## src/hw/rtl/lsas_isqrt.sv

```systemverilog
`default_nettype none
module lsas_isqrt #(
  parameter int W  = 24,
  parameter int SW = 1
) (
  input  logic           clk,
  input  logic           rst_n,
  input  logic           en,
  input  logic           in_vld,
  input  logic [2*W-1:0] in_val,
  input  logic [SW-1:0]  in_side,
  output logic           out_vld,
  output logic [W-1:0]   out_root,
  output logic [SW-1:0]  out_side
);

  logic           vld_r  [W];
  logic [2*W-1:0] rem_r  [W];
  logic [W-1:0]   root_r [W];
  logic [SW-1:0]  side_r [W];

  // one result bit per stage, msb first
  for (genvar k = 0; k < W; k++) begin : g_stage
    localparam int B = W - 1 - k;
    logic           vld_i;
    logic [2*W-1:0] rem_i;
    logic [W-1:0]   root_i;
    logic [SW-1:0]  side_i;
    logic [2*W-1:0] trial;

    if (k == 0) begin : g_in
      assign vld_i  = in_vld;
      assign rem_i  = in_val;
      assign root_i = '0;
      assign side_i = in_side;
    end else begin : g_chain
      assign vld_i  = vld_r[k-1];
      assign rem_i  = rem_r[k-1];
      assign root_i = root_r[k-1];
      assign side_i = side_r[k-1];
    end

    assign trial = ((2*W)'(root_i) << (B + 1)) | ((2*W)'(1) << (2 * B));

    always_ff @(posedge clk) begin
      if (!rst_n) begin
        vld_r[k] <= 1'b0;
      end else if (en) begin
        vld_r[k] <= vld_i;
      end
    end

    always_ff @(posedge clk) begin
      if (en) begin
        if (rem_i >= trial) begin
          rem_r[k]  <= rem_i - trial;
          root_r[k] <= root_i | (W'(1) << B);
        end else begin
          rem_r[k]  <= rem_i;
          root_r[k] <= root_i;
        end
        side_r[k] <= side_i;
      end
    end
  end

  assign out_vld  = vld_r[W-1];
  assign out_root = root_r[W-1];
  assign out_side = side_r[W-1];

endmodule
`default_nettype wire

```

## config.mk

```make
export PLATFORM = sky130hd
export DESIGN_NAME = lsas_isqrt
export DESIGN_NICKNAME = d
export VERILOG_FILES = /design/src/hw/rtl/lsas_isqrt.sv
export SDC_FILE = /design/constraint.sdc
export NUM_CORES = 2
export LEC_CHECK = 0
export ABC_AREA = 0
export BUFFER_PORTS_ARGS = -buffer_cell sky130_fd_sc_hd__buf_2
export CAP_MARGIN = 20
export CORE_ASPECT_RATIO = 1.75
export CORE_UTILIZATION = 35
export DETAILED_ROUTE_END_ITERATION = 7
export SYNTH_ARGS = -nofsm -noshare
export SYNTH_HDL_FRONTEND = slang
export SYNTH_SLANG_ARGS = --single-unit
```

## constraint.sdc

```tcl
create_clock -name clk -period 4.8 [get_ports clk]
set_clock_uncertainty 0.2 [all_clocks]
set_input_delay 0 -clock clk [delete_from_list [all_inputs] [get_ports clk]]
set_output_delay 0 -clock clk [all_outputs]
set_load 0.02 [all_outputs]
```

==> metrics.yaml <==
outcome:
  status: "finished clean"
logic_synthesis:
  synth_cells: 5370
  async_flop_share_pct: 0
  syn_area_mm2: 0.0684
  avgSynthCellArea_um2: 12.7
  ys_warn_count: 0
  synth_nets: 5745
  yosys_most_used_dff: "edfxtp_1"
  seq_area_frac_synth_pct: 63.8
  ys_seq_elements: 1452
  ys_types: 79
  synth_edf_count: 1451
clocking:
  cts_htree_levels: 4
  cts.path.max_buffers: 4
  root_buffer: "clkbuf_16"
  post-cts-setup-buffer-count: 0
  cts_tree: "built"
  cts_made_buffers: 148
  cts_sinks: 1452
  worstSkewPairLatency_ns: 0.82
  cts.clk_slew.worst_paths_ns: 0.06
placed_design:
  numPortBuffers: 78
  placed_cell_area_mm2: 0.0725
  dp_hpwl_mm: 121
  place.gp.congestion: 0.943
critical_path:
  path_max_fanout: 7
  crit_slowest_cell: "nor3_1"
  worst_setup_path_end_kind: "flip-flop"
  required_ns: 5.09
  critPathMaxStageDelay_ns: 0.71
  path_cells: "ha_1 > or4b_2 > o41ai_1 > buf_4 > nand2_1 > o21ai_0 > nor4_2 > nor3_1 > nand3b_1 > xnor2_1"
  start_kind: "flip-flop"
  crit_type: "reg2reg"
  cp.arrival_ns: 4.79
cells_and_area:
  fin_util_pct: 40.2
  drive_above_1_share_pct: 7.50
  fin_nets: 6072
  layout_commonest_cell: "edfxtp_1"
  area_growth_pct: 14.2
  final_area_mm2: 0.0780
  layout_common_cells: "1451 x edfxtp_1, 487 x nand2_1, 385 x inv_1, 339 x o21ai_0, 322 x ha_1"
  fill_cells: 17863
power_and_ir_drop:
  vdd_ir_drop_max_mv: 0.328
  p_seq_share_pct: 49.8
  p_int_mw: 24.5
  power.share.clock_pct: 32.5
  power.density_mw_per_mm2: 432
  p_comb_share_pct: 17.7
  p_leak_nw: 28.8
  total_power_mw: 33.7
  netSwitchingFraction_pct: 27.4
  p_switching_mw: 9.26
timing:
  drv_slew: 0
  max_freq_mhz: 222
  slew-limit-headroom_pct: 26.5
  finalSetupViolCount: 0
  rsz0062_at_grt: "no"
  tightestPinTransition_ns: 1.09
  hold_slack_ns: 0.137
  fin_crit_sh_pct: 93.7
  fin_tns_setup_ns: 0
  min_period_ns: 4.50
  hold_viol: 0
global_routing:
  grt_use_total_pct: 16.2
  grt-ovfl-total: 0
  antenna_found_initial: 3
  grt_pass1_vias: 45345
  grt_max_degree: 207
  grt_first_pass_wirelength_mm: 242
die:
  ios: 79
  num_rows: 214
  design.core.area_mm2: 0.194
  start_util_pct: 35.2
  die_h_um: 587
  die_w_um: 336
  die_area_mm2: 0.197
detailed_routing:
  drt-total-wl_mm: 162
  drtAntennaViolNets: 0
  drc: 0
  avgViaCountPerCell: 5.06
  first_iter_violations: 1705
  vias: 42472
  first_pass_iters: 5
  post_drt_wl_per_cell_um: 19.3
min_path:
  hp-class: "in2reg"
flow_run:
  drv_cap: 0
==> what timing repair did <==
item / CTS / global route
resized for setup: 0 / 0
hold buffers: 106 / 0
hold endpoints to repair: 537 / 0
endpoints found under the setup margin: 0 / 0
==> through the flow <==
| stage | setup slack, ns | cells |
|---|---|---|
| 2_1_floorplan | 1.10 | 5370 |
| 3_3_place_gp | 0.286 | 8030 |
| 3_5_place_dp | 0.227 | 8031 |
| 4_1_cts | 0.127 | 8388 |
| 5_1_grt | 0.134 | 8391 |
| 6_report | 0.302 | 8392 |
==> routing by layer <==
layer	vias up	GRT usage (%)	share of wire (%)	routed length [um]
li1	20673	-	-	-
met1	20599	10.3	26	42500
met2	734	36.5	62	101000
met3	466	1.69	2.2	3540
met4	0	13.4	9.1	14800
met5	-	0	0	0
==> area by class of cell <==
type                            count  area [um2]  share of cell area (%)
Inverter                          385        1450                    1.85
Clock inverter                     67         528                   0.677
Sequential cell                  1452       43600                    55.9
Tap cell                         2592        3240                    4.16
Antenna cell                        2        5.00                 0.00641
Timing Repair Buffer              284        2320                    2.97
Clock buffer                      184        3950                    5.06
Multi-Input combinational cell   3426       23000                    29.4
==> worst paths after layout <==
kind	startpoint	end	slack, ns	depth (start not counted)
min reg2reg	root_r[1][70]$_DFFE_PP_	root_r[1][94]$_DFFE_PP_	0.21	0
max	rem_r[2][199]$_DFFE_PP_	rem_r[2][276]$_DFFE_PP_	0.30	10
max reg2reg	rem_r[2][199]$_DFFE_PP_	rem_r[2][276]$_DFFE_PP_	0.30	10
min	en	rem_r[2][68]$_DFFE_PP_	0.14	2
==> cells in the mapped netlist, drive strengths merged (36+ instances only) <==
library cell	number	area (um2)
nor4b	36	315
or3	64	400
clkbuf	98	368
nor2b	41	257
a21o	96	721
xor2	234	2050
o21ai	339	1700
inv	385	1450
nor2	257	965
nand2	487	1830
nand3	72	360
and3	43	269
nor4	174	1090
nand4	71	444
a21oi	221	1110
nor3	154	771
ha	322	4030
nand2b	79	494
xnor2	239	2090
o31ai	39	293
o21a	64	480
edfxtp	1451	43600
==> state kept, by name, summed over array words and instances (netlist names) <==
name / flops
vld_r: 24
root_r: 300
rem_r: 1104
side_r: 24
==> power groups by stage <==
stage / Combinational (mW) / Clock (mW) / Sequential [mW]
2_1_floorplan: 4.27 / 0 / 16.7
3_3_place_gp: 5.79 / 0 / 17.0
3_5_place_dp: 5.91 / 0 / 17.0
4_1_cts: 5.99 / 11.2 / 16.8
5_1_grt: 6.61 / 11.6 / 16.9
6_report: 5.98 / 11.0 / 16.8
==> kinds of logic after synthesis <==
| group | after synthesis | synth area share (%) |
|---|---|---|
| fa+ha+maj | 322 | 5.89 |
| buf+inv | 492 | 2.74 |
| simple gates | 1632 | 12.3 |
| flops | 1452 | 63.8 |
| xor+xnor | 473 | 6.06 |
| mux | 32 | 0.509 |
| compound gates | 967 | 8.76 |
==> worst max-delay path, delay by kind of cell (launching register included) <==
| family | cells | cell delay [ns] |
|---|---|---|
| buffers and inverters | 1 | 0.20 |
| flip-flops | 1 | 0.41 |
| AO/OA/AOI/OAI | 2 | 0.85 |
| AND/OR/NAND/NOR | 5 | 1.93 |
| adder cells (fa/ha/maj) | 1 | 0.41 |
| XOR/XNOR | 1 | 0.17 |
(Power assumes the default switching activity.)
